**config.mk**
```make
export PLATFORM = sky130hd
export DESIGN_NAME = prac_cell
export DESIGN_NICKNAME = d
export VERILOG_FILES = /design/src/rtl/core/prac_pkg.sv /design/src/rtl/core/prac_cell.sv
export SDC_FILE = /design/constraint.sdc
export NUM_CORES = 1
export LEC_CHECK = 0
export ABC_AREA = 1
export BUFFER_PORTS_ARGS = -buffer_cell sky130_fd_sc_hd__buf_2
export CAP_MARGIN = 20
export CORE_MARGIN = 2
export CORE_UTILIZATION = 56
export CTS_BUF_LIST = sky130_fd_sc_hd__clkbuf_4 sky130_fd_sc_hd__clkbuf_8 sky130_fd_sc_hd__clkbuf_16
export CTS_CLUSTER_SIZE = 40
export DETAILED_ROUTE_END_ITERATION = 10
export GPL_TIMING_DRIVEN = 0
export PLACE_DENSITY = 0.8
export SYNTH_ARGS = -nofsm -noshare
export SYNTH_HDL_FRONTEND = slang
export SYNTH_SLANG_ARGS = --single-unit
```
**constraint.sdc**
```tcl
create_clock -name clk -period 19.9 [get_ports clk]
set_clock_uncertainty 0.05 [all_clocks]
set_input_delay 3.98 -clock clk [delete_from_list [all_inputs] [get_ports clk]]
set_output_delay 3.98 -clock clk [all_outputs]
set_load 0.03 [all_outputs]
```
**src/rtl/core/prac_pkg.sv**
```systemverilog
// Shared types, constants and lookup tables for the point rotation pipeline.
// Used by prac_front, prac_cell, prac_gain and point_rotation_about_center_top.
// No dependencies.
`default_nettype none

package prac_pkg;

    // Rotator datapath widths; fixed because the offset is always scaled to 2^36.
    localparam int VEC_W        = 39;
    localparam int ANG_W        = 32;
    localparam int ANG_IN_W     = 16;

    // Angle reduction and conversion to a binary angle.
    localparam int DEG_TURN     = 23040;
    localparam int RED_W        = 15;
    localparam int RECIP_45     = 46604;
    localparam int RECIP_SHIFT  = 21;
    localparam int PROD_A_W     = 31;
    localparam int K_W          = 9;
    localparam int R_W          = 6;
    localparam int TAB_W        = 23;
    localparam int DEG_STEP     = 45;

    // Gain correction (0.60725 in Q20), split into low and high partial products.
    localparam int GAIN_Q20     = 636751;
    localparam int GAIN_W       = 20;
    localparam int LO_W         = 20;
    localparam int PROD_W       = 60;
    localparam int SCALE_BITS   = 56;

    localparam int ATAN_TAB_LEN = 24;
    localparam int ATAN_IDX_W   = 5;

    // Quadrant taken off before the micro-rotations.
    typedef enum logic [1:0] {
        QUAD_0,
        QUAD_90,
        QUAD_180,
        QUAD_270
    } prac_quad_t;

    // Vector and residual angle handed from cell to cell.
    typedef struct packed {
        logic signed [VEC_W-1:0] x;
        logic signed [VEC_W-1:0] y;
        logic signed [ANG_W-1:0] z;
    } prac_vec_t;

    // Arctangent of 2^-i as a fraction of a turn with 32 fraction bits.
    function automatic logic [ANG_W-1:0] prac_atan(input logic [ATAN_IDX_W-1:0] idx);
        logic [ANG_W-1:0] val;
        begin
            case (idx)
                5'd0:    val = 32'd536870912;
                5'd1:    val = 32'd316933406;
                5'd2:    val = 32'd167458907;
                5'd3:    val = 32'd85004756;
                5'd4:    val = 32'd42667331;
                5'd5:    val = 32'd21354465;
                5'd6:    val = 32'd10679838;
                5'd7:    val = 32'd5340245;
                5'd8:    val = 32'd2670163;
                5'd9:    val = 32'd1335087;
                5'd10:   val = 32'd667544;
                5'd11:   val = 32'd333772;
                5'd12:   val = 32'd166886;
                5'd13:   val = 32'd83443;
                5'd14:   val = 32'd41722;
                5'd15:   val = 32'd20861;
                5'd16:   val = 32'd10430;
                5'd17:   val = 32'd5215;
                5'd18:   val = 32'd2608;
                5'd19:   val = 32'd1304;
                5'd20:   val = 32'd652;
                5'd21:   val = 32'd326;
                5'd22:   val = 32'd163;
                5'd23:   val = 32'd81;
                default: val = '0;
            endcase
            return val;
        end
    endfunction

    // Turn fraction of r sixty-fourths of a degree step: (r * 2^23 + 22) / 45.
    function automatic logic [TAB_W-1:0] prac_frac_turn(input logic [R_W-1:0] r);
        logic [TAB_W-1:0] val;
        begin
            case (r)
                6'd0:    val = 23'd0;
                6'd1:    val = 23'd186414;
                6'd2:    val = 23'd372827;
                6'd3:    val = 23'd559241;
                6'd4:    val = 23'd745654;
                6'd5:    val = 23'd932068;
                6'd6:    val = 23'd1118481;
                6'd7:    val = 23'd1304895;
                6'd8:    val = 23'd1491308;
                6'd9:    val = 23'd1677722;
                6'd10:   val = 23'd1864135;
                6'd11:   val = 23'd2050549;
                6'd12:   val = 23'd2236962;
                6'd13:   val = 23'd2423376;
                6'd14:   val = 23'd2609789;
                6'd15:   val = 23'd2796203;
                6'd16:   val = 23'd2982616;
                6'd17:   val = 23'd3169030;
                6'd18:   val = 23'd3355443;
                6'd19:   val = 23'd3541857;
                6'd20:   val = 23'd3728270;
                6'd21:   val = 23'd3914684;
                6'd22:   val = 23'd4101097;
                6'd23:   val = 23'd4287511;
                6'd24:   val = 23'd4473924;
                6'd25:   val = 23'd4660338;
                6'd26:   val = 23'd4846751;
                6'd27:   val = 23'd5033165;
                6'd28:   val = 23'd5219578;
                6'd29:   val = 23'd5405992;
                6'd30:   val = 23'd5592405;
                6'd31:   val = 23'd5778819;
                6'd32:   val = 23'd5965232;
                6'd33:   val = 23'd6151646;
                6'd34:   val = 23'd6338059;
                6'd35:   val = 23'd6524473;
                6'd36:   val = 23'd6710886;
                6'd37:   val = 23'd6897300;
                6'd38:   val = 23'd7083713;
                6'd39:   val = 23'd7270127;
                6'd40:   val = 23'd7456540;
                6'd41:   val = 23'd7642954;
                6'd42:   val = 23'd7829367;
                6'd43:   val = 23'd8015781;
                6'd44:   val = 23'd8202194;
                default: val = '0;
            endcase
            return val;
        end
    endfunction

endpackage

`default_nettype wire

```
**src/rtl/core/prac_cell.sv**
```systemverilog
// One CORDIC micro-rotation cell: shift by its stage index, add or subtract,
// step the residual angle by the matching arctangent. Depends on prac_pkg.
`default_nettype none

module prac_cell
    import prac_pkg::*;
#(
    parameter int STAGE = 0
)
(
    input  wire logic      clk,
    input  wire logic      rst_n,
    input  wire logic      in_valid,
    output logic           in_ready,
    input  wire prac_vec_t in_vec,
    output logic           out_valid,
    input  wire logic      out_ready,
    output prac_vec_t      out_vec
);

    logic                    valid_reg;
    prac_vec_t               vec_reg;
    prac_vec_t               vec_next;
    logic signed [VEC_W-1:0] xs, ys;
    logic signed [ANG_W-1:0] step;

    assign in_ready  = !valid_reg || out_ready;
    assign out_valid = valid_reg;
    assign out_vec   = vec_reg;

    // Micro-rotation in the direction that drives the residual angle to zero.
    always_comb
    begin
        xs   = in_vec.x >>> STAGE;
        ys   = in_vec.y >>> STAGE;
        step = $signed(prac_atan(ATAN_IDX_W'(STAGE)));
        if (!in_vec.z[ANG_W-1])
        begin
            vec_next.x = in_vec.x - ys;
            vec_next.y = in_vec.y + xs;
            vec_next.z = in_vec.z - step;
        end
        else
        begin
            vec_next.x = in_vec.x + ys;
            vec_next.y = in_vec.y - xs;
            vec_next.z = in_vec.z + step;
        end
    end

    // Valid bit.
    always_ff @(posedge clk or negedge rst_n)
    begin
        if (!rst_n)
        begin
            valid_reg <= 1'b0;
        end
        else if (in_ready)
        begin
            valid_reg <= in_valid;
        end
    end

    // Payload.
    always_ff @(posedge clk)
    begin
        if (in_ready && in_valid)
        begin
            vec_reg <= vec_next;
        end
    end

endmodule

`default_nettype wire

```
==> run summary <==
status -> completed
vias per cell -> 5.57
H-tree depth -> 3
initial antenna violation count -> 1
largest family of logic cells by synthesized area -> simple AND/OR/NAND/NOR gates
vias in the first global route -> 13,300
Chip Width -> 155 µm
Worst Hold End -> out_valid
fraction of final layout cells sized beyond drive strength 1 -> 0.169
VDD IR-drop max -> 0.0000401 V
sequential area share after synthesis -> 0.260
DR vias -> 14,100
final worst path period need -> 8.48 ns
Layout fillers -> 2,058
dominant cell type by area after synthesis -> edfxtp_1
DP HPWL -> 39,800 µm
Hold/Removal Path Class -> reg -> reg
xor and xnor fraction of the mapped netlist area -> 0.0207
clk buf depth -> 2
die height -> 155 µm
Avg WL per Cell -> 18.9 µm
Iter 0 DRT Violations -> 1,469
Ys Warns -> 0
Synth-to-Final Area Change -> 14.6%
DRC viols -> 0
Seq pwr share -> 0.330
RSZ-0062 raised after global routing -> no
pwr dens -> 60.1 nW/µm²
Hold-fix buffers, CTS -> 0
IO buf count -> 224
Post-Syn Instances -> 1,996
most common cell in the synthesized netlist -> nand2_1
CTS tree -> yes
clock sink total -> 110
measured slew at the worst slew-check pin -> 1.04 ns
Initial Utilization -> 0.566
crit path max fanout -> 2
switching portion of total power -> 0.441
r2r setup slk -> 18.03 ns
Final ANT Viol Nets -> 0
post-synth top area share -> 0.258
worst hold margin -> 0.573 ns
# rows -> 55
Pint -> 0.489 mW
total wire length -> 47,800 µm
FF+latch count, synth -> 110
max-cap violation count -> 0
Setup-failing EPs final -> 0
number of post-CTS setup repair buffers -> 0
Synth area leaders -> edfxtp_1, nand2_1, ha_1
Pre-antenna DRT Iters -> 8
mux contribution to synthesized area -> 0
worst path arrival time -> 4.45 ns
final setup margin -> 11.42 ns
Synth async-reset ratio -> 0.00909
post-synthesis adder-cell area fraction -> 0.119
Rel. slew slack -> 0.305
Post-synth top cells -> nand2_1, inv_1, nand3_1
WS Path Type -> in -> out
FMAX -> 118 MHz
clock root buffer -> clkbuf_16
Post-synth EDFFs -> 109
Reg-to-Reg Start -> out_valid
Post-Syn Area -> 12,700 µm²
Main synth FF type -> edfxtp_1
Non-Filler Instances -> 2,526
nets -> 2,467
Mapped Nets -> 2,228
clock latency on the worst-skew pair -> 0.37 ns
post-synthesis simple-gate area fraction -> 0.358
Final Cycle Share -> 0.426
worst slack, placed -> 11.41 ns
Crit path required time -> 15.87 ns
GP Congestion -> 1.02
Clk pwr share -> 0.214
setup_tns -> 0 ns
core area -> 22,400 µm²
worst hold path startpoint -> out_valid
Hold Path Cell Cnt -> 2
largest net degree at the start of global routing -> 34
Die Footprint -> 23,900 µm²
CP startpoint kind -> input port
first-pass GRT wire length -> 71,600 µm
Switch Pwr -> 0.385 mW
Final Max Slew Viols -> 0
leak pwr -> 7.97 nW
Top Ports -> 226
combinational power share -> 0.456
Total Routing Usage GR -> 0.394
post-synth cell types -> 37
compound-cell area share of the yosys netlist -> 0.107
Reg clk slew, reported paths -> 0.08 ns
Placed Instances -> 2,508
Crit. End Element -> output port
Final Hold Fails -> 0
Reg2Reg Depth -> 3
total gr overflow -> 0
Mapped Avg Cell Area -> 6.36 µm²
post-CTS sizing -> 0
TritonCTS buffer count -> 9
RR Endpoint -> out_vec[107]
==> cells in the final DEF, fill, tap and decap left out, types with 6 or more instances in the layout <==
cell / n
buf_4: 30
inv_2: 10
a21oi_1: 115
clkbuf_16: 9
xor2_1: 30
nand3_2: 6
nor2_2: 26
ha_1: 114
o21ai_0: 70
nor2_1: 146
nand3_1: 176
nand4_1: 8
edfxtp_1: 109
nand2_2: 25
nand2_1: 660
inv_1: 358
and2_1: 6
o21bai_1: 20
o21ai_1: 9
buf_2: 234
clkbuf_1: 8
o22ai_1: 10
==> registers in the layout, summed over array words and instances (netlist names) <==
name	count
out_valid	1
out_vec	109
==> through the flow <==
step / power (mW) / util / cell area [µm²]
after floorplan: 0.556 / - / 12700
after global placement: 0.672 / 0.632 / 14200
after detailed placement: 0.678 / 0.635 / 14200
after CTS: 0.863 / 0.648 / 14500
after global routing: 0.914 / 0.649 / 14600
final: 0.874 / 0.649 / 14600
==> power by group through the flow <==
stage | Combinational, mW | Sequential [mW] | Clock [mW]
after CTS | 0.386 | 0.289 | 0.188
after global placement | 0.376 | 0.296 | 0
after global routing | 0.431 | 0.290 | 0.193
final | 0.399 | 0.289 | 0.187
after floorplan | 0.219 | 0.337 | 0
after detailed placement | 0.385 | 0.294 | 0
==> logic make-up (layout without fill, tap and decap cells) <==
group | after synthesis | after routing
compound gates | 244 | 244
xor+xnor | 30 | 30
fa+ha+maj | 118 | 118
buf+inv | 420 | 664
flops | 110 | 110
other cells | 0 | 1
simple gates | 1074 | 1074
==> worst max-delay path, cell delays in order <==
cell     delay [ns]
buf_2          0.09
inv_1          0.11
nand2_1        0.09
buf_2          0.18
==> worst max-delay path by stage <==
stage,from,to,slack [ns]
4_1_cts,out_ready,in_ready,11.41
3_3_place_gp,in_valid,out_vec[102],8.14
5_1_grt,out_ready,in_ready,11.39
2_1_floorplan,in_valid,out_vec[0],9.96
3_5_place_dp,out_ready,in_ready,11.41
6_report,out_ready,in_ready,11.42
==> per-layer routing <==
metal | wire length (µm) | up-vias | track usage
met3 | 5660 | 110 | 0.0785
met2 | 21100 | 860 | 0.636
met1 | 19200 | 6382 | 0.528
met5 | 0 | - | 0
li1 | - | 6717 | -
met4 | 1810 | 0 | 0.142
==> final cells by class <==
type                    instances  area (µm²)  area share
diodes                          1        2.50    0.000172
plain buffers                  52         350      0.0241
clock buffers                  10         233      0.0160
clock inverters                 6        55.1     0.00378
inverters                     368        1380      0.0949
multi-input cells            1466        7680       0.528
flip-flops and latches        110        3300       0.227
well taps                     285         357      0.0245
repair buffers                228        1200      0.0822
(Power assumes the default switching activity.)
