$ cat src/rtl/core/prac_pkg.sv
// Shared types, constants and lookup tables for the point rotation pipeline.
// Used by prac_front, prac_cell, prac_gain and point_rotation_about_center_top.
// No dependencies.
`default_nettype none

package prac_pkg;

    // Rotator datapath widths; fixed because the offset is always scaled to 2^36.
    localparam int VEC_W        = 39;
    localparam int ANG_W        = 32;
    localparam int ANG_IN_W     = 16;

    // Angle reduction and conversion to a binary angle.
    localparam int DEG_TURN     = 23040;
    localparam int RED_W        = 15;
    localparam int RECIP_45     = 46604;
    localparam int RECIP_SHIFT  = 21;
    localparam int PROD_A_W     = 31;
    localparam int K_W          = 9;
    localparam int R_W          = 6;
    localparam int TAB_W        = 23;
    localparam int DEG_STEP     = 45;

    // Gain correction (0.60725 in Q20), split into low and high partial products.
    localparam int GAIN_Q20     = 636751;
    localparam int GAIN_W       = 20;
    localparam int LO_W         = 20;
    localparam int PROD_W       = 60;
    localparam int SCALE_BITS   = 56;

    localparam int ATAN_TAB_LEN = 24;
    localparam int ATAN_IDX_W   = 5;

    // Quadrant taken off before the micro-rotations.
    typedef enum logic [1:0] {
        QUAD_0,
        QUAD_90,
        QUAD_180,
        QUAD_270
    } prac_quad_t;

    // Vector and residual angle handed from cell to cell.
    typedef struct packed {
        logic signed [VEC_W-1:0] x;
        logic signed [VEC_W-1:0] y;
        logic signed [ANG_W-1:0] z;
    } prac_vec_t;

    // Arctangent of 2^-i as a fraction of a turn with 32 fraction bits.
    function automatic logic [ANG_W-1:0] prac_atan(input logic [ATAN_IDX_W-1:0] idx);
        logic [ANG_W-1:0] val;
        begin
            case (idx)
                5'd0:    val = 32'd536870912;
                5'd1:    val = 32'd316933406;
                5'd2:    val = 32'd167458907;
                5'd3:    val = 32'd85004756;
                5'd4:    val = 32'd42667331;
                5'd5:    val = 32'd21354465;
                5'd6:    val = 32'd10679838;
                5'd7:    val = 32'd5340245;
                5'd8:    val = 32'd2670163;
                5'd9:    val = 32'd1335087;
                5'd10:   val = 32'd667544;
                5'd11:   val = 32'd333772;
                5'd12:   val = 32'd166886;
                5'd13:   val = 32'd83443;
                5'd14:   val = 32'd41722;
                5'd15:   val = 32'd20861;
                5'd16:   val = 32'd10430;
                5'd17:   val = 32'd5215;
                5'd18:   val = 32'd2608;
                5'd19:   val = 32'd1304;
                5'd20:   val = 32'd652;
                5'd21:   val = 32'd326;
                5'd22:   val = 32'd163;
                5'd23:   val = 32'd81;
                default: val = '0;
            endcase
            return val;
        end
    endfunction

    // Turn fraction of r sixty-fourths of a degree step: (r * 2^23 + 22) / 45.
    function automatic logic [TAB_W-1:0] prac_frac_turn(input logic [R_W-1:0] r);
        logic [TAB_W-1:0] val;
        begin
            case (r)
                6'd0:    val = 23'd0;
                6'd1:    val = 23'd186414;
                6'd2:    val = 23'd372827;
                6'd3:    val = 23'd559241;
                6'd4:    val = 23'd745654;
                6'd5:    val = 23'd932068;
                6'd6:    val = 23'd1118481;
                6'd7:    val = 23'd1304895;
                6'd8:    val = 23'd1491308;
                6'd9:    val = 23'd1677722;
                6'd10:   val = 23'd1864135;
                6'd11:   val = 23'd2050549;
                6'd12:   val = 23'd2236962;
                6'd13:   val = 23'd2423376;
                6'd14:   val = 23'd2609789;
                6'd15:   val = 23'd2796203;
                6'd16:   val = 23'd2982616;
                6'd17:   val = 23'd3169030;
                6'd18:   val = 23'd3355443;
                6'd19:   val = 23'd3541857;
                6'd20:   val = 23'd3728270;
                6'd21:   val = 23'd3914684;
                6'd22:   val = 23'd4101097;
                6'd23:   val = 23'd4287511;
                6'd24:   val = 23'd4473924;
                6'd25:   val = 23'd4660338;
                6'd26:   val = 23'd4846751;
                6'd27:   val = 23'd5033165;
                6'd28:   val = 23'd5219578;
                6'd29:   val = 23'd5405992;
                6'd30:   val = 23'd5592405;
                6'd31:   val = 23'd5778819;
                6'd32:   val = 23'd5965232;
                6'd33:   val = 23'd6151646;
                6'd34:   val = 23'd6338059;
                6'd35:   val = 23'd6524473;
                6'd36:   val = 23'd6710886;
                6'd37:   val = 23'd6897300;
                6'd38:   val = 23'd7083713;
                6'd39:   val = 23'd7270127;
                6'd40:   val = 23'd7456540;
                6'd41:   val = 23'd7642954;
                6'd42:   val = 23'd7829367;
                6'd43:   val = 23'd8015781;
                6'd44:   val = 23'd8202194;
                default: val = '0;
            endcase
            return val;
        end
    endfunction

endpackage

`default_nettype wire

$ cat src/rtl/core/prac_gain.sv
// Gain correction and output: split multiply by 0.60725, truncation toward
// zero, y flip back to the screen frame, output register. Depends on prac_pkg.
`default_nettype none

module prac_gain
    import prac_pkg::*;
#(
    parameter int COORD_BITS = 16
)
(
    input  wire logic                           clk,
    input  wire logic                           rst_n,
    input  wire logic                           in_valid,
    output logic                                in_ready,
    input  wire prac_vec_t                      in_vec,
    output logic                                out_valid,
    input  wire logic                           out_ready,
    output logic signed [COORD_BITS+1:0]        rotated_dx,
    output logic signed [COORD_BITS+1:0]        rotated_dy
);

    localparam int OUT_BITS = COORD_BITS + 2;
    localparam int SHIFT    = SCALE_BITS - COORD_BITS;
    localparam int HI_W     = VEC_W - LO_W;
    localparam int PL_W     = 2 * LO_W;
    localparam int PH_W     = HI_W + GAIN_W + 1;

    localparam logic [GAIN_W-1:0] GAIN = GAIN_W'(GAIN_Q20);
    localparam logic [PROD_W-1:0] BIAS = (PROD_W'(1) << SHIFT) - PROD_W'(1);

    logic p_ready, s_ready, t_ready, o_ready;
    logic p_valid_reg, s_valid_reg, t_valid_reg, o_valid_reg;

    logic        [PL_W-1:0]     pl_x_reg, pl_y_reg;
    logic signed [PH_W-1:0]     ph_x_reg, ph_y_reg;
    logic signed [PROD_W-1:0]   sum_x_reg, sum_y_reg;
    logic signed [OUT_BITS-1:0] tr_x_reg, tr_y_reg;
    logic signed [OUT_BITS-1:0] out_x_reg, out_y_reg;

    logic        [PL_W-1:0]     pl_x_next, pl_y_next;
    logic signed [PH_W-1:0]     ph_x_next, ph_y_next;
    logic signed [HI_W-1:0]     hi_x, hi_y;
    logic signed [PROD_W-1:0]   sum_x_next, sum_y_next;
    logic        [PROD_W-1:0]   bx, by;
    logic        [PROD_W-1:0]   vx, vy;

    assign o_ready   = !o_valid_reg || out_ready;
    assign t_ready   = !t_valid_reg || o_ready;
    assign s_ready   = !s_valid_reg || t_ready;
    assign p_ready   = !p_valid_reg || s_ready;
    assign in_ready  = p_ready;
    assign out_valid = o_valid_reg;
    assign rotated_dx = out_x_reg;
    assign rotated_dy = out_y_reg;

    // Partial products: unsigned low half and signed high half.
    always_comb
    begin
        hi_x      = in_vec.x[VEC_W-1:LO_W];
        hi_y      = in_vec.y[VEC_W-1:LO_W];
        pl_x_next = PL_W'(in_vec.x[LO_W-1:0]) * PL_W'(GAIN);
        pl_y_next = PL_W'(in_vec.y[LO_W-1:0]) * PL_W'(GAIN);
        ph_x_next = hi_x * $signed({1'b0, GAIN});
        ph_y_next = hi_y * $signed({1'b0, GAIN});
    end

    // Recombine the partial products.
    always_comb
    begin
        sum_x_next = $signed({ph_x_reg, {LO_W{1'b0}}}) + $signed({{(PROD_W - PL_W){1'b0}}, pl_x_reg});
        sum_y_next = $signed({ph_y_reg, {LO_W{1'b0}}}) + $signed({{(PROD_W - PL_W){1'b0}}, pl_y_reg});
    end

    // Truncation toward zero: bias negative values before the shift.
    always_comb
    begin
        bx = sum_x_reg[PROD_W-1] ? BIAS : '0;
        by = sum_y_reg[PROD_W-1] ? BIAS : '0;
        vx = sum_x_reg + bx;
        vy = sum_y_reg + by;
    end

    // Valid bits.
    always_ff @(posedge clk or negedge rst_n)
    begin
        if (!rst_n)
        begin
            p_valid_reg <= 1'b0;
            s_valid_reg <= 1'b0;
            t_valid_reg <= 1'b0;
            o_valid_reg <= 1'b0;
        end
        else
        begin
            if (p_ready)
            begin
                p_valid_reg <= in_valid;
            end
            if (s_ready)
            begin
                s_valid_reg <= p_valid_reg;
            end
            if (t_ready)
            begin
                t_valid_reg <= s_valid_reg;
            end
            if (o_ready)
            begin
                o_valid_reg <= t_valid_reg;
            end
        end
    end

    // Payloads; the output stage flips y back to the screen frame.
    always_ff @(posedge clk)
    begin
        if (p_ready && in_valid)
        begin
            pl_x_reg <= pl_x_next;
            pl_y_reg <= pl_y_next;
            ph_x_reg <= ph_x_next;
            ph_y_reg <= ph_y_next;
        end
        if (s_ready && p_valid_reg)
        begin
            sum_x_reg <= sum_x_next;
            sum_y_reg <= sum_y_next;
        end
        if (t_ready && s_valid_reg)
        begin
            tr_x_reg <= vx[SHIFT +: OUT_BITS];
            tr_y_reg <= vy[SHIFT +: OUT_BITS];
        end
        if (o_ready && t_valid_reg)
        begin
            out_x_reg <= tr_x_reg;
            out_y_reg <= -tr_y_reg;
        end
    end

endmodule

`default_nettype wire

$ cat config.mk
export PLATFORM = sky130hd
export DESIGN_NAME = prac_gain
export DESIGN_NICKNAME = d
export VERILOG_FILES = /design/src/rtl/core/prac_pkg.sv /design/src/rtl/core/prac_gain.sv
export SDC_FILE = /design/constraint.sdc
export NUM_CORES = 2
export LEC_CHECK = 0
export CAP_MARGIN = 40
export CORE_MARGIN = 8
export CORE_UTILIZATION = 30
export CTS_CLUSTER_DIAMETER = 60
export DETAILED_ROUTE_END_ITERATION = 7
export DONT_BUFFER_PORTS = 1
export PLACE_DENSITY_LB_ADDON = 0.2
export SYNTH_ARGS = -nofsm -noshare
export SYNTH_HDL_FRONTEND = slang
export SYNTH_SLANG_ARGS = --single-unit
$ cat constraint.sdc
create_clock -name clk -period 10.3 [get_ports clk]
set_clock_uncertainty 0.05 [all_clocks]
set_input_delay 2.06 -clock clk [delete_from_list [all_inputs] [get_ports clk]]
set_output_delay 2.06 -clock clk [all_outputs]
set_load 0.1 [all_outputs]
==> out/metrics.yaml <==
status: "finished, final reports clean"
cp_common_cell: "fa_1"
drt-pass1-iter-count: 5
first_iter_violations: 930
die_area_um2: 173000
synth_compound_gate_area_share_pct: 7.73
cp_cell_sequence: "inv_1, fa_1, fa_1, inv_1, fa_1, inv_1, fa_1, inv_1, fa_1, fa_1, inv_1, fa_1, inv_1, ha_1, a2111oi_0, o21ai_0, a311oi_1, nor2_1, a311o_1, a41oi_1, o21ai_0, xor2_1"
start_util_pct: 30.1
syn_area_um2: 48100
finalCriticalPeriod_ns: 8.25
final.setup.tns_ns: 0
vias_per_cell: 4.43
synth_edf_count: 350
layout_setup_ws_ns: 2.05
muxShareOfSynthArea_pct: 0.0208
wl_met3_um: 2580
report.final.slew_viol_count: 0
route.detailed.drc: 0
synth_nets: 6092
seq_area_frac_synth_pct: 22.1
synth_xor_area_share_pct: 4.56
synthArstFlopShare_pct: 1.13
rsz0062_at_grt: "false"
overflow: 0
grt_pass1_vias: 32900
core_um2: 160000
hold_viol_final: 0
dp_hpwl_um: 93700
cts_tree: "yes"
die_x_um: 416
slew_headroom_pct: 33.5
worstMarginPinSlew_ns: 0.997
cts_resized: 0
place_ws_ns: 1.43
clock_latency_ns: 0.60
clockBufferDepth: 3
die_y_um: 416
antenna_found_initial: 1
fin_hold_ws_ns: 0.365
postCtsHoldBufs: 0
endpoint_kind: "register"
yosys.area_share.simple_pct: 5.59
yosysUniqueCellTypes: 70
vias: 29300
cpPeakStageDelay_ns: 0.53
cts_buffers: 47
cts.clk_slew.worst_paths_ns: 0.06
layout.nets: 6157
rows: 147
wire_per_inst_um: 16.0
io_buffers: 0
ys_ff_latch: 354
syn_inst: 4423
startpoint_type: "input pin"
fmax_mhz: 121
gp_congestion: 0.824
io_pins: 152
grt_pass1_wl_um: 175000
setup_violations: 0
hold_path_class: "reg -> reg"
cts_root_buffer: "clkbuf_16"
required_ns: 10.57
synth_flop_cell: "edfxtp_1"
n_antenna_cell: 0
post_cts_buffers: 0
grt.total_usage_pct: 12.5
synth_fa_ha_area_share_pct: 51.1
final_cells: 6610
route.met2.wl_um: 53700
crit_slowest_cell: "fa_1"
path_class: "in -> reg"
finalCritPeriodShare_pct: 80.1
area_growth_pct: 10.2
cts-htree-levels: 2
wl_um: 106000
maxCapViolations: 0
top_layer_used: "met4"
cp_max_fo: 6
cts_sinks: 354
grt_max_degree: 142
drtAntennaViolNets: 0
synth_top_family_by_area: "adder cells"
dp.cells: 6525
synth_warnings: 0
syn_avg_cell_area_um2: 10.9
layout-drive-gt1-share_pct: 3.09
arrival_ns: 8.52
wl_met1_um: 47900
## worst max-delay path: cells and delay by family
kind	cells	cell delay, ns
XOR/XNOR	1	0.18
buffers and inverters	6	0.51
AND/OR/NAND/NOR	1	0.12
adder cells (fa/ha/maj)	8	3.75
AO/OA/AOI/OAI	6	1.93
## cells in the final DEF, fill, tap and decap left out, types with 68 or more instances in the layout
cell type,netlist,final
xnor2_1,167,167
xor2_1,83,83
fa_1,678,678
ha_1,877,877
a21o_1,102,102
nand2_1,126,126
o21ai_0,92,92
edfxtp_1,350,350
nand3_1,68,68
nor2_1,128,128
a21oi_1,192,192
inv_1,1126,1126
## cells by family (layout without fill, tap and decap cells)
group           count (synthesis)  count (layout)
fa+ha+maj                    1555            1555
flops                         354             354
buf+inv                      1146            1247
simple gates                  541             541
compound gates                576             576
xor+xnor                      250             250
mux                             1               1
## stage by stage
| step | area [um^2] | utilization, % |
|---|---|---|
| after global routing | 53000 | 33.1 |
| after floorplan | 48100 | - |
| after CTS | 53000 | 33.1 |
| after global placement | 50700 | 31.7 |
| final | 53000 | 33.1 |
| after detailed placement | 51300 | 32.1 |
## cell type report
type | instances | area, um^2
clock buffers | 52 | 1220
well taps | 2086 | 2610
multi-input cells | 2923 | 33200
fillers | 16300 | 107000
flip-flops and latches | 354 | 10600
clock inverters | 33 | 408
inverters | 1126 | 4230
repair buffers | 36 | 717
## cells in the mapped netlist, drive strengths merged, types with 4 or more instances
master	n	area share (%)
nand3	68	0.71
clkbuf	17	0.13
a211oi	22	0.35
o21bai	25	0.39
a21o	102	1.6
a2111oi	7	0.14
nor3	34	0.36
ha	877	23
nor4b	5	0.091
xnor2	167	3.0
a21boi	11	0.17
o41ai	4	0.089
xor2	83	1.5
and2	17	0.22
o211ai	6	0.094
nand4	38	0.49
inv	1126	8.8
a31oi	20	0.27
nor4	15	0.24
fa	678	28
or2	8	0.10
o21ba	6	0.12
dfrtp	4	0.21
a21oi	193	2.0
o31ai	13	0.21
o21ai	96	1.0
a221o	5	0.10
nor2	128	1.0
and4	5	0.091
edfxtp	350	22
a311oi	4	0.073
o31a	7	0.13
nor2b	25	0.33
and3	30	0.39
o21a	30	0.47
nand3b	6	0.094
nand2b	26	0.34
nand2	126	0.98
or4	4	0.062
## path summary, 6_finish.rpt
kind	from	to	slack [ns]	cells after the start
min	pl_y_reg[1]$_DFFE_PP_	sum_y_reg[1]$_DFFE_PP_	0.37	0
max	in_vec[78]	pl_x_reg[34]$_DFFE_PP_	2.05	22
max reg2reg	sum_x_reg[59]$_DFFE_PP_	tr_x_reg[7]$_DFFE_PP_	6.45	11
min reg2reg	pl_y_reg[1]$_DFFE_PP_	sum_y_reg[1]$_DFFE_PP_	0.37	0
min in group asynchronous	rst_n	out_valid$_DFFE_PN0P_	1.09	0
max in group asynchronous	rst_n	t_valid_reg$_DFFE_PN0P_	9.04	0
## per-layer routing
| layer | vias up | track usage, % |
|---|---|---|
| met5 | - | 0 |
| met4 | 0 | 2.14 |
| met3 | 87 | 1.52 |
| met2 | 243 | 23.2 |
| met1 | 14400 | 15.6 |
| li1 | 14600 | - |
Power is not shown: default switching activity piles up to over one toggle a cycle in this logic, so the estimate is an artifact.
