File: config.mk
export PLATFORM = sky130hd
export DESIGN_NAME = prac_front
export DESIGN_NICKNAME = d
export VERILOG_FILES = /design/src/rtl/core/prac_pkg.sv /design/src/rtl/core/prac_front.sv
export SDC_FILE = /design/constraint.sdc
export NUM_CORES = 1
export LEC_CHECK = 0
export ABC_AREA = 1
export BUFFER_PORTS_ARGS = -buffer_cell sky130_fd_sc_hd__buf_2
export CORE_MARGIN = 5
export CORE_UTILIZATION = 35
export CTS_BUF_LIST = sky130_fd_sc_hd__clkbuf_16
export DETAILED_ROUTE_END_ITERATION = 8
export SYNTH_ARGS = -nofsm -noshare
export SYNTH_HDL_FRONTEND = slang
export SYNTH_SLANG_ARGS = --single-unit
File: constraint.sdc
create_clock -name clk -period 5 [get_ports clk]
set_input_delay 0.75 -clock clk [delete_from_list [all_inputs] [get_ports clk]]
set_output_delay 0.75 -clock clk [all_outputs]
set_load 0.005 [all_outputs]
File: src/rtl/core/prac_pkg.sv
// Shared types, constants and lookup tables for the point rotation pipeline.
// Used by prac_front, prac_cell, prac_gain and point_rotation_about_center_top.
// No dependencies.
`default_nettype none

package prac_pkg;

    // Rotator datapath widths; fixed because the offset is always scaled to 2^36.
    localparam int VEC_W        = 39;
    localparam int ANG_W        = 32;
    localparam int ANG_IN_W     = 16;

    // Angle reduction and conversion to a binary angle.
    localparam int DEG_TURN     = 23040;
    localparam int RED_W        = 15;
    localparam int RECIP_45     = 46604;
    localparam int RECIP_SHIFT  = 21;
    localparam int PROD_A_W     = 31;
    localparam int K_W          = 9;
    localparam int R_W          = 6;
    localparam int TAB_W        = 23;
    localparam int DEG_STEP     = 45;

    // Gain correction (0.60725 in Q20), split into low and high partial products.
    localparam int GAIN_Q20     = 636751;
    localparam int GAIN_W       = 20;
    localparam int LO_W         = 20;
    localparam int PROD_W       = 60;
    localparam int SCALE_BITS   = 56;

    localparam int ATAN_TAB_LEN = 24;
    localparam int ATAN_IDX_W   = 5;

    // Quadrant taken off before the micro-rotations.
    typedef enum logic [1:0] {
        QUAD_0,
        QUAD_90,
        QUAD_180,
        QUAD_270
    } prac_quad_t;

    // Vector and residual angle handed from cell to cell.
    typedef struct packed {
        logic signed [VEC_W-1:0] x;
        logic signed [VEC_W-1:0] y;
        logic signed [ANG_W-1:0] z;
    } prac_vec_t;

    // Arctangent of 2^-i as a fraction of a turn with 32 fraction bits.
    function automatic logic [ANG_W-1:0] prac_atan(input logic [ATAN_IDX_W-1:0] idx);
        logic [ANG_W-1:0] val;
        begin
            case (idx)
                5'd0:    val = 32'd536870912;
                5'd1:    val = 32'd316933406;
                5'd2:    val = 32'd167458907;
                5'd3:    val = 32'd85004756;
                5'd4:    val = 32'd42667331;
                5'd5:    val = 32'd21354465;
                5'd6:    val = 32'd10679838;
                5'd7:    val = 32'd5340245;
                5'd8:    val = 32'd2670163;
                5'd9:    val = 32'd1335087;
                5'd10:   val = 32'd667544;
                5'd11:   val = 32'd333772;
                5'd12:   val = 32'd166886;
                5'd13:   val = 32'd83443;
                5'd14:   val = 32'd41722;
                5'd15:   val = 32'd20861;
                5'd16:   val = 32'd10430;
                5'd17:   val = 32'd5215;
                5'd18:   val = 32'd2608;
                5'd19:   val = 32'd1304;
                5'd20:   val = 32'd652;
                5'd21:   val = 32'd326;
                5'd22:   val = 32'd163;
                5'd23:   val = 32'd81;
                default: val = '0;
            endcase
            return val;
        end
    endfunction

    // Turn fraction of r sixty-fourths of a degree step: (r * 2^23 + 22) / 45.
    function automatic logic [TAB_W-1:0] prac_frac_turn(input logic [R_W-1:0] r);
        logic [TAB_W-1:0] val;
        begin
            case (r)
                6'd0:    val = 23'd0;
                6'd1:    val = 23'd186414;
                6'd2:    val = 23'd372827;
                6'd3:    val = 23'd559241;
                6'd4:    val = 23'd745654;
                6'd5:    val = 23'd932068;
                6'd6:    val = 23'd1118481;
                6'd7:    val = 23'd1304895;
                6'd8:    val = 23'd1491308;
                6'd9:    val = 23'd1677722;
                6'd10:   val = 23'd1864135;
                6'd11:   val = 23'd2050549;
                6'd12:   val = 23'd2236962;
                6'd13:   val = 23'd2423376;
                6'd14:   val = 23'd2609789;
                6'd15:   val = 23'd2796203;
                6'd16:   val = 23'd2982616;
                6'd17:   val = 23'd3169030;
                6'd18:   val = 23'd3355443;
                6'd19:   val = 23'd3541857;
                6'd20:   val = 23'd3728270;
                6'd21:   val = 23'd3914684;
                6'd22:   val = 23'd4101097;
                6'd23:   val = 23'd4287511;
                6'd24:   val = 23'd4473924;
                6'd25:   val = 23'd4660338;
                6'd26:   val = 23'd4846751;
                6'd27:   val = 23'd5033165;
                6'd28:   val = 23'd5219578;
                6'd29:   val = 23'd5405992;
                6'd30:   val = 23'd5592405;
                6'd31:   val = 23'd5778819;
                6'd32:   val = 23'd5965232;
                6'd33:   val = 23'd6151646;
                6'd34:   val = 23'd6338059;
                6'd35:   val = 23'd6524473;
                6'd36:   val = 23'd6710886;
                6'd37:   val = 23'd6897300;
                6'd38:   val = 23'd7083713;
                6'd39:   val = 23'd7270127;
                6'd40:   val = 23'd7456540;
                6'd41:   val = 23'd7642954;
                6'd42:   val = 23'd7829367;
                6'd43:   val = 23'd8015781;
                6'd44:   val = 23'd8202194;
                default: val = '0;
            endcase
            return val;
        end
    endfunction

endpackage

`default_nettype wire

File: src/rtl/core/prac_front.sv
// Front end: offset from the centre, angle wrap and conversion to a binary
// angle, quadrant pre-rotation. Three registered stages. Depends on prac_pkg.
`default_nettype none

module prac_front
    import prac_pkg::*;
#(
    parameter int COORD_BITS = 16
)
(
    input  wire logic                         clk,
    input  wire logic                         rst_n,
    input  wire logic                         in_valid,
    output logic                              in_ready,
    input  wire logic signed [COORD_BITS-1:0] point_x,
    input  wire logic signed [COORD_BITS-1:0] point_y,
    input  wire logic signed [COORD_BITS-1:0] center_x,
    input  wire logic signed [COORD_BITS-1:0] center_y,
    input  wire logic signed [ANG_IN_W-1:0]   angle_deg,
    output logic                              out_valid,
    input  wire logic                         out_ready,
    output prac_vec_t                         out_vec
);

    localparam int OFS_W     = COORD_BITS + 1;
    localparam int FRAC_BITS = 36 - COORD_BITS;
    localparam int EXT_W     = VEC_W - OFS_W - FRAC_BITS;
    localparam int AEXT_W    = ANG_IN_W + 1;

    localparam logic signed [AEXT_W-1:0] TURN   = AEXT_W'(DEG_TURN);
    localparam logic signed [AEXT_W-1:0] TURN2  = AEXT_W'(2 * DEG_TURN);
    localparam logic signed [AEXT_W-1:0] NTURN  = -AEXT_W'(DEG_TURN);
    localparam logic [ANG_W-1:0]         HALF_Q = ANG_W'(1) << (ANG_W - 3);

    // Stage handshake.
    logic s1_ready, s2_ready, s3_ready;
    logic s1_valid_reg, s2_valid_reg, s3_valid_reg;

    // Stage payloads.
    logic signed [OFS_W-1:0]    s1_dx_reg, s1_dy_reg, s2_dx_reg, s2_dy_reg;
    logic        [RED_W-1:0]    s1_ang_reg;
    logic        [PROD_A_W-1:0] s1_prod_reg;
    logic        [K_W-1:0]      s2_k_reg;
    logic        [R_W-1:0]      s2_r_reg;
    prac_vec_t                  s3_vec_reg;

    // Combinational next values.
    logic signed [OFS_W-1:0]    dx_next, dy_next;
    logic signed [AEXT_W-1:0]   ang_ext, ang_wrap;
    logic        [RED_W-1:0]    ang_next;
    logic        [PROD_A_W-1:0] prod_next;
    logic        [K_W-1:0]      k_next;
    logic        [RED_W-1:0]    rem_full;
    logic        [R_W-1:0]      r_next;
    logic        [ANG_W-1:0]    turn_val, turn_rnd, z_val;
    prac_quad_t                 quad;
    logic signed [VEC_W-1:0]    x_pre, y_pre;
    prac_vec_t                  vec_next;

    assign s3_ready  = !s3_valid_reg || out_ready;
    assign s2_ready  = !s2_valid_reg || s3_ready;
    assign s1_ready  = !s1_valid_reg || s2_ready;
    assign in_ready  = s1_ready;
    assign out_valid = s3_valid_reg;
    assign out_vec   = s3_vec_reg;

    // Offsets in the maths frame, angle wrapped into one turn, reciprocal product.
    always_comb
    begin
        dx_next = OFS_W'(point_x) - OFS_W'(center_x);
        dy_next = OFS_W'(center_y) - OFS_W'(point_y);
        ang_ext = AEXT_W'(angle_deg);
        if (ang_ext < NTURN)
        begin
            ang_wrap = ang_ext + TURN2;
        end
        else if (ang_ext < 0)
        begin
            ang_wrap = ang_ext + TURN;
        end
        else if (ang_ext >= TURN)
        begin
            ang_wrap = ang_ext - TURN;
        end
        else
        begin
            ang_wrap = ang_ext;
        end
        ang_next  = ang_wrap[RED_W-1:0];
        prod_next = PROD_A_W'(ang_next) * PROD_A_W'(RECIP_45);
    end

    // Whole steps of 45 sixty-fourths and the remainder.
    always_comb
    begin
        k_next   = s1_prod_reg[RECIP_SHIFT +: K_W];
        rem_full = s1_ang_reg - RED_W'(RED_W'(k_next) * RED_W'(DEG_STEP));
        r_next   = rem_full[R_W-1:0];
    end

    // Binary angle, nearest quadrant, residual and exact quarter-turn pre-rotation.
    always_comb
    begin
        turn_val = {s2_k_reg, prac_frac_turn(s2_r_reg)};
        turn_rnd = turn_val + HALF_Q;
        quad     = prac_quad_t'(turn_rnd[ANG_W-1 -: 2]);
        z_val    = turn_val - {turn_rnd[ANG_W-1 -: 2], {(ANG_W - 2){1'b0}}};
        x_pre    = {{EXT_W{s2_dx_reg[OFS_W-1]}}, s2_dx_reg, {FRAC_BITS{1'b0}}};
        y_pre    = {{EXT_W{s2_dy_reg[OFS_W-1]}}, s2_dy_reg, {FRAC_BITS{1'b0}}};
        vec_next.z = $signed(z_val);
        case (quad)
            QUAD_90:
            begin
                vec_next.x = -y_pre;
                vec_next.y = x_pre;
            end
            QUAD_180:
            begin
                vec_next.x = -x_pre;
                vec_next.y = -y_pre;
            end
            QUAD_270:
            begin
                vec_next.x = y_pre;
                vec_next.y = -x_pre;
            end
            default:
            begin
                vec_next.x = x_pre;
                vec_next.y = y_pre;
            end
        endcase
    end

    // Valid bits.
    always_ff @(posedge clk or negedge rst_n)
    begin
        if (!rst_n)
        begin
            s1_valid_reg <= 1'b0;
            s2_valid_reg <= 1'b0;
            s3_valid_reg <= 1'b0;
        end
        else
        begin
            if (s1_ready)
            begin
                s1_valid_reg <= in_valid;
            end
            if (s2_ready)
            begin
                s2_valid_reg <= s1_valid_reg;
            end
            if (s3_ready)
            begin
                s3_valid_reg <= s2_valid_reg;
            end
        end
    end

    // Payload registers load only when a beat moves in.
    always_ff @(posedge clk)
    begin
        if (s1_ready && in_valid)
        begin
            s1_dx_reg   <= dx_next;
            s1_dy_reg   <= dy_next;
            s1_ang_reg  <= ang_next;
            s1_prod_reg <= prod_next;
        end
        if (s2_ready && s1_valid_reg)
        begin
            s2_dx_reg <= s1_dx_reg;
            s2_dy_reg <= s1_dy_reg;
            s2_k_reg  <= k_next;
            s2_r_reg  <= r_next;
        end
        if (s3_ready && s2_valid_reg)
        begin
            s3_vec_reg <= vec_next;
        end
    end

endmodule

`default_nettype wire

==> results of run 1 <==
==> per-layer routing <==
| layer | global-route usage (%) | part of all wire, % |
|---|---|---|
| met2 | 29.4 | 50 |
| met1 | 21.9 | 44 |
| met3 | 1.87 | 4.1 |
| met4 | 4.60 | 2.0 |
| met5 | 0 | 0 |
==> cells in the final DEF, fill, tap and decap left out, types with 5 or more instances in the layout <==
cell / netlist / routed
nand3_1: 154 / 137
nand2_2: 4 / 21
nand3_2: 3 / 17
nor3_1: 15 / 12
buf_4: 48 / 101
nand4_1: 29 / 29
inv_6: 1 / 7
conb_1: 1 / 40
edfxtp_1: 162 / 162
nand2_4: 5 / 15
clkbuf_16: 0 / 17
dfxtp_1: 17 / 17
a31oi_1: 7 / 6
nor2_2: 2 / 9
fa_1: 49 / 48
a21oi_4: 0 / 6
o21bai_1: 5 / 5
a21oi_1: 68 / 55
xnor2_1: 12 / 12
buf_2: 10 / 153
a21o_1: 15 / 15
inv_2: 4 / 24
o21ai_2: 0 / 5
nand2_1: 429 / 402
ha_1: 175 / 137
o21ai_0: 51 / 42
nor2_4: 0 / 5
nor2_1: 97 / 85
a21oi_2: 2 / 9
o2111ai_1: 14 / 14
o21ai_1: 4 / 8
ha_4: 0 / 37
xor2_1: 42 / 40
inv_1: 301 / 276
==> worst paths after layout <==
check                           startpoint               to  slack, ps  depth (start not counted)
max                          angle_deg[10]  s1_prod_reg[24]       -270                         27
min                                  rst_n        out_valid        100                          1
max reg2reg                s1_prod_reg[23]     turn_val[19]       1100                         17
min reg2reg                    turn_val[1]       out_vec[1]        400                          0
max in group asynchronous            rst_n     s2_valid_reg       4790                          1
min in group clk               turn_val[1]       out_vec[1]        400                          0
==> power by group through the flow <==
stage	logic, mW	registers (mW)	clock network (mW)
2_1_floorplan	6.59	2.74	0
3_3_place_gp	9.01	2.79	0
3_5_place_dp	9.14	2.80	0
4_1_cts	9.57	2.77	1.40
5_1_grt	11.8	2.81	1.46
6_report	10.5	2.76	1.36
==> stage by stage <==
| step | utilization, % | std cells | TNS [ps] | setup slack, ps | total power [mW] |
|---|---|---|---|---|---|
| finish | 43.8 | 2573 | -1530 | -269 | 14.7 |
| floorplan | - | 1812 | -983 | -197 | 9.33 |
| global route | 43.8 | 2573 | -3180 | -528 | 16.1 |
| global placement | 40.8 | 2526 | -7420 | -909 | 11.8 |
| detailed placement | 40.8 | 2526 | -8220 | -970 | 11.9 |
| CTS | 42.8 | 2566 | -1730 | -262 | 13.7 |
==> repair_timing <==
item	CTS	global route
resized for setup	42	80
endpoints found under the setup margin	9	9
buffers inserted	8	7
pin swaps	32	44
==> logic make-up after synthesis <==
logic type | after synthesis
AND/OR/NAND/NOR | 756
buffers and inverters | 374
adder cells (fa/ha/maj) | 224
AO/OA/AOI/OAI | 182
flip-flops | 182
XOR/XNOR | 54
other | 1
==> final cells by class <==
class / instances / area [um^2] / share of cell area, %
inverters: 306 / 1190 / 6.46
well taps: 539 / 674 / 3.67
multi-input cells: 1256 / 9080 / 49.3
flip-flops and latches: 182 / 5280 / 28.7
clock buffers: 17 / 425 / 2.31
clock inverters: 15 / 166 / 0.904
repair buffers: 258 / 1590 / 8.62
==> critical path, cell delays in order <==
cell and delay [ps]:
buf_12 110, inv_12 40, ha_4 160, nand2_4 60, nor3b_4 260, nand3_4 150, nand3_4 120, nand2_4 70
xor2_4 230, buf_12 140, ha_4 200, fa_1 490, fa_1 530, inv_2 40, fa_1 510, inv_2 50
ha_4 260, ha_4 200, ha_4 320, nand2_4 70, inv_2 60, nand2_2 60, nor2_2 110, nand3_2 80
or2_4 230, nand3_2 70, xor2_1 60
==> flow_metrics.env, run 1 <==
export IMPL_rows=75
export IMPL_grt_pass1_wl_um=63700
export IMPL_numCtsBuffers=17
export IMPL_yosys_top_cells_count="429 x nand2_1, 301 x inv_1, 175 x ha_1"
export IMPL_critPathKind="input port to flop"
export IMPL_overflow=0
export IMPL_drtPass1Iterations=7
export IMPL_stdcell_area_um2=18400
export IMPL_yosys_cell_types_count=49
export IMPL_avgSynthCellArea_um2=8.40
export IMPL_grt_use_total_pct=16.7
export IMPL_synth_fa_ha_area_share_pct=21.3
export IMPL_cts_sinks=182
export IMPL_synth_compound_area_share_pct=7.19
export IMPL_grt_setup_unrepaired="yes"
export IMPL_critPathMaxFanout=4
export IMPL_synth_area_leader_cell="edfxtp_1"
export IMPL_n_fill_cell=4095
export IMPL_clkTransAtPathRegs_ps=70
export IMPL_wl_um=39700
export IMPL_switching_power_mw=7.08
export IMPL_seq_area_frac_synth_pct=35.4
export IMPL_num_vias=12400
export IMPL_power_leakage_nw=9.03
export IMPL_sequentialPowerShare_pct=18.8
export IMPL_synth_area_leaders="edfxtp_1 33%, ha_1 15%, nand2_1 11%"
export IMPL_cts_max_path_buffers=2
export IMPL_slew_headroom_pct=27.8
export IMPL_clk_insertion_delay_late_ps=440
export IMPL_die_y_um=216
export IMPL_p_int_mw=7.58
export IMPL_synthMuxAreaShare_pct=0
export IMPL_ir_worst_vdd_uv=623
export IMPL_viasPerCell=4.82
export IMPL_hold_viol_final=0
export IMPL_clock_fmax_mhz=190
export IMPL_largest_reg_flops=64
export IMPL_yosysMostFrequentCell="nand2_1"
export IMPL_placed_cell_area_um2=17100
export IMPL_layout_nets=2329
export IMPL_hold_class="input port to async pin"
export IMPL_drc=0
export IMPL_synth_ff_type="edfxtp_1"
export IMPL_cts_tree="done"
export IMPL_drv_slew=0
export IMPL_synth_xor_area_share_pct=3.17
export IMPL_antenna_found_initial=0
export IMPL_synth_top_family_by_area="simple AND/OR/NAND/NOR gates"
export IMPL_synth_top_area_share_pct=32.7
export IMPL_syn_inst=1773
export IMPL_syn2layout_area_growth_pct=23.5
export IMPL_grt_max_degree=65
export IMPL_ys_ff_latch=182
export IMPL_p_clk_share_pct=9.3
export IMPL_numPortBuffers=155
export IMPL_synth_area_um2=14900
export IMPL_worstMarginPinSlew_ps=1080
export IMPL_hold_buffers=0
export IMPL_post_route_period_util_pct=105
export IMPL_post_dp_hpwl_um=32100
export IMPL_power_density_nw_per_um2=797
export IMPL_die_w_um=216
export IMPL_root_buffer="clkbuf_16"
export IMPL_synth_edff_count=162
export IMPL_setup_viol_count_final=9
export IMPL_cp_required_ps=5190
export IMPL_drv_cap=0
export IMPL_wl_per_cell_um=15.4
export IMPL_synthArstFlopShare_pct=1.65
export IMPL_h_tree_depth=4
export IMPL_yosysWarningCount=0
export IMPL_ioPinCount=196
export IMPL_arrival_ps=5460
export IMPL_status="finished, violations left"
export IMPL_switching_share_pct=48.3
export IMPL_fin_ws_ps=-269
export IMPL_yosys_area_share_simple_pct=21.9
export IMPL_core_area_um2=42000
export IMPL_routabilityCongestion=0.929
export IMPL_critPathCaptureType="flop"
export IMPL_violations="negative setup slack"
export IMPL_drive_above_1_share_pct=22.8
export IMPL_timing_hold_ws_ps=99.0
export IMPL_comb_power_share_pct=71.9
export IMPL_min_period_ps=5270
export IMPL_cp_start_kind="input port"
export IMPL_die_area_um2=46800
export IMPL_clock_skew_ps=11.0
export IMPL_grt_pass1_vias=12300
export IMPL_initial_core_util_pct=35.4
export IMPL_antennaDiodeCount=0
export IMPL_drt_iter0_drc=724
export IMPL_drtAntennaViolNets=0
No activity file was read; power rests on OpenSTA's default activity.
==> run 2: changes to the inputs <==
--- a/config.mk
+++ b/config.mk
@@ -5,12 +5,12 @@
 export SDC_FILE = /design/constraint.sdc
 export NUM_CORES = 1
 export LEC_CHECK = 0
-export ABC_AREA = 1
 export BUFFER_PORTS_ARGS = -buffer_cell sky130_fd_sc_hd__buf_2
 export CORE_MARGIN = 5
 export CORE_UTILIZATION = 35
 export CTS_BUF_LIST = sky130_fd_sc_hd__clkbuf_16
 export DETAILED_ROUTE_END_ITERATION = 8
+export HOLD_SLACK_MARGIN = 0.05
 export SYNTH_ARGS = -nofsm -noshare
 export SYNTH_HDL_FRONTEND = slang
 export SYNTH_SLANG_ARGS = --single-unit
==> flow_metrics.env, run 2 <==
export IMPL_status="finished, violations left"
export IMPL_violations="negative setup slack"
export IMPL_num_vias=10200
export IMPL_largest_reg_flops=64
export IMPL_seq_area_um2=5280
export IMPL_drtAntennaViolNets=0
export IMPL_antenna_found_initial=2
export IMPL_arrival_ps=6000
export IMPL_cp_start_kind="input port"
export IMPL_syn2layout_area_growth_pct=23.0
export IMPL_synth_top_area_share_pct=34.6
export IMPL_synth_compound_area_share_pct=12.9
export IMPL_grt_pass1_wl_um=51800
export IMPL_die_y_um=211
export IMPL_r2r_end="turn_val[4]"
export IMPL_layout_nets=1903
export IMPL_cts_max_path_buffers=2
export IMPL_post_place_ws_ps=-1400
export IMPL_numCtsBuffers=17
export IMPL_yosys_area_share_simple_pct=9.95
export IMPL_cp_required_ps=5170
export IMPL_power_mw=13.9
export IMPL_worstMarginPinSlew_ps=1100
export IMPL_clk_insertion_delay_late_ps=440
export IMPL_n_fill_cell=3789
export IMPL_grt_pass1_vias=10400
export IMPL_die_w_um=211
export IMPL_yosysWarningCount=0
export IMPL_wl_per_cell_um=14.8
export IMPL_hold_viol_final=0
export IMPL_clock_skew_ps=21.4
export IMPL_drv_slew=0
export IMPL_grt_max_degree=72
export IMPL_r2r_slack_ps=1030
export IMPL_critPathMaxFanout=4
export IMPL_ioPinCount=196
export IMPL_avgSynthCellArea_um2=10.3
export IMPL_multi_input_area_um2=8460
export IMPL_drv_cap=0
export IMPL_cp_startpoint="angle_deg[5]"
export IMPL_numPortBuffers=155
export IMPL_ir_worst_vdd_uv=555
export IMPL_synthArstFlopShare_pct=1.65
export IMPL_hold_class="input port to async pin"
export IMPL_critPathKind="input port to flop"
export IMPL_finalSetupTns_ps=-5790
export IMPL_synth_area_leaders="edfxtp_1 35%, ha_1 16%, fa_1 7.0%"
export IMPL_worstReg2RegStart="s1_prod_reg[23]"
export IMPL_yosysMostFrequentCell="inv_1"
export IMPL_yosys_cell_types_count=91
export IMPL_clkTransAtPathRegs_ps=80
export IMPL_viasPerCell=4.79
export IMPL_synth_xor_area_share_pct=6.56
export IMPL_ys_ff_latch=182
export IMPL_drc=0
export IMPL_grt_setup_unrepaired="yes"
export IMPL_h_tree_depth=4
export IMPL_power_leakage_nw=7.67
export IMPL_synth_area_um2=14100
export IMPL_core_area_um2=39700
export IMPL_cts_tree="done"
export IMPL_min_period_ps=5830
export IMPL_post_dp_hpwl_um=25600
export IMPL_clock_fmax_mhz=172
export IMPL_fin_ws_ps=-825
export IMPL_slew_headroom_pct=26.6
export IMPL_setup_viol_count_final=9
export IMPL_mostFrequentLayoutCell="inv_1"
export IMPL_cts_sinks=182
export IMPL_routabilityCongestion=0.874
export IMPL_antennaDiodeCount=0
export IMPL_power_density_nw_per_um2=806
export IMPL_post_route_period_util_pct=117
export IMPL_layout_common_cells="180 x inv_1, 162 x edfxtp_1, 153 x buf_2"
export IMPL_rows=73
export IMPL_rr_worst_depth=14
export IMPL_synth_area_leader_cell="edfxtp_1"
export IMPL_wl_um=31600
export IMPL_yosys_top_cells_count="197 x inv_1, 175 x ha_1, 162 x edfxtp_1"
export IMPL_grt_use_total_pct=14.2
export IMPL_synth_top_family_by_area="adder cells"
export IMPL_drt_iter0_drc=292
export IMPL_synth_fa_ha_area_share_pct=22.5
export IMPL_initial_core_util_pct=35.4
export IMPL_overflow=0
export IMPL_synth_ff_type="edfxtp_1"
export IMPL_synthMuxAreaShare_pct=1.53
export IMPL_root_buffer="clkbuf_16"
export IMPL_drive_above_1_share_pct=25.9
export IMPL_drtPass1Iterations=5
export IMPL_die_area_um2=44300
export IMPL_seq_area_frac_synth_pct=37.5
export IMPL_synth_edff_count=162
export IMPL_critPathCaptureType="flop"
export IMPL_syn_inst=1367
run 2: changes by cell type after synthesis, sizes merged, moves of 15 or more:
cell	previous run	this run
nand2	438	84
nand3	158	9
inv	306	199
xnor2	12	63
nand4	29	2
clkbuf	5	22
nor2	99	83
a211oi	1	16
run 2: where the power goes:
group	total, mW	switching, mW	leakage [nW]	internal [mW]
Clock	1.36	0.639	0.289	0.720
Sequential	2.66	0.209	1.74	2.45
Combinational	9.93	5.23	5.64	4.70
Total	13.9	6.08	7.67	7.87
run 2: critical path: stages:
cell	delay [ps]
buf_8	100
inv_4	40
ha_4	120
nor4bb_4	270
buf_4	150
nand4_1	130
a21oi_4	250
nor2_4	80
nor2_4	130
xnor2_4	150
buf_4	160
ha_4	200
fa_1	450
fa_1	500
inv_1	50
fa_1	510
inv_2	40
ha_4	210
ha_4	270
ha_4	190
a21o_1	200
a2111oi_4	340
o311a_1	240
o31ai_4	90
o31ai_2	260
xnor2_1	100
run 2: logic make-up (layout without fill, tap and decap cells):
| logic type | after synthesis | count (layout) |
|---|---|---|
| simple gates | 282 | 282 |
| buf+inv | 281 | 483 |
| compound gates | 276 | 276 |
| fa+ha+maj | 224 | 224 |
| flops | 182 | 182 |
| xor+xnor | 103 | 103 |
| mux | 18 | 18 |
| other cells | 1 | 40 |
run 2: timing repair:
| action | in CTS | in global routing |
|---|---|---|
| buffers inserted | 7 | 8 |
| gates resized for setup | 35 | 22 |
| pin swaps | 32 | 19 |
| setup endpoints to repair | 9 | 9 |
| hold buffers | 0 | 0 |
run 2: worst max path at each step:
stage,to,cells after the start
floorplan,s1_prod_reg[29],23
finish,s1_prod_reg[29],26
CTS,s1_prod_reg[28],29
global placement,s1_prod_reg[29],28
global route,s1_prod_reg[29],28
detailed placement,s1_prod_reg[29],25
run 2: stage by stage:
step / std cells / hold WS, ps / cell area (um^2) / util (%)
6_report: 2133 / 86.0 / 17300 / 43.6
3_5_place_dp: 2089 / 389 / 16300 / 41.0
5_1_grt: 2133 / 75.8 / 17300 / 43.6
4_1_cts: 2128 / 74.5 / 17200 / 43.2
3_3_place_gp: 2089 / 389 / 16300 / 41.0
2_1_floorplan: 1406 / 386 / 14800 / -
run 2: layout make-up:
cell class	instances	share of cell area (%)
inverters	199	4.40
well taps	525	3.79
flip-flops and latches	182	30.5
repair buffers	252	8.87
multi-input cells	943	48.9
clock buffers	17	2.46
clock inverters	15	1.09
run 2: metal layers:
metal / vias up / share of wire (%) / wire, um / GRT usage, %
met5: - / 0.11 / 34 / 0
met4: 4 / 2.2 / 695 / 3.91
met3: 40 / 3.7 / 1170 / 2.34
met2: 190 / 51 / 16000 / 25.2
met1: 4863 / 43 / 13700 / 17.9
li1: 5122 / - / - / -
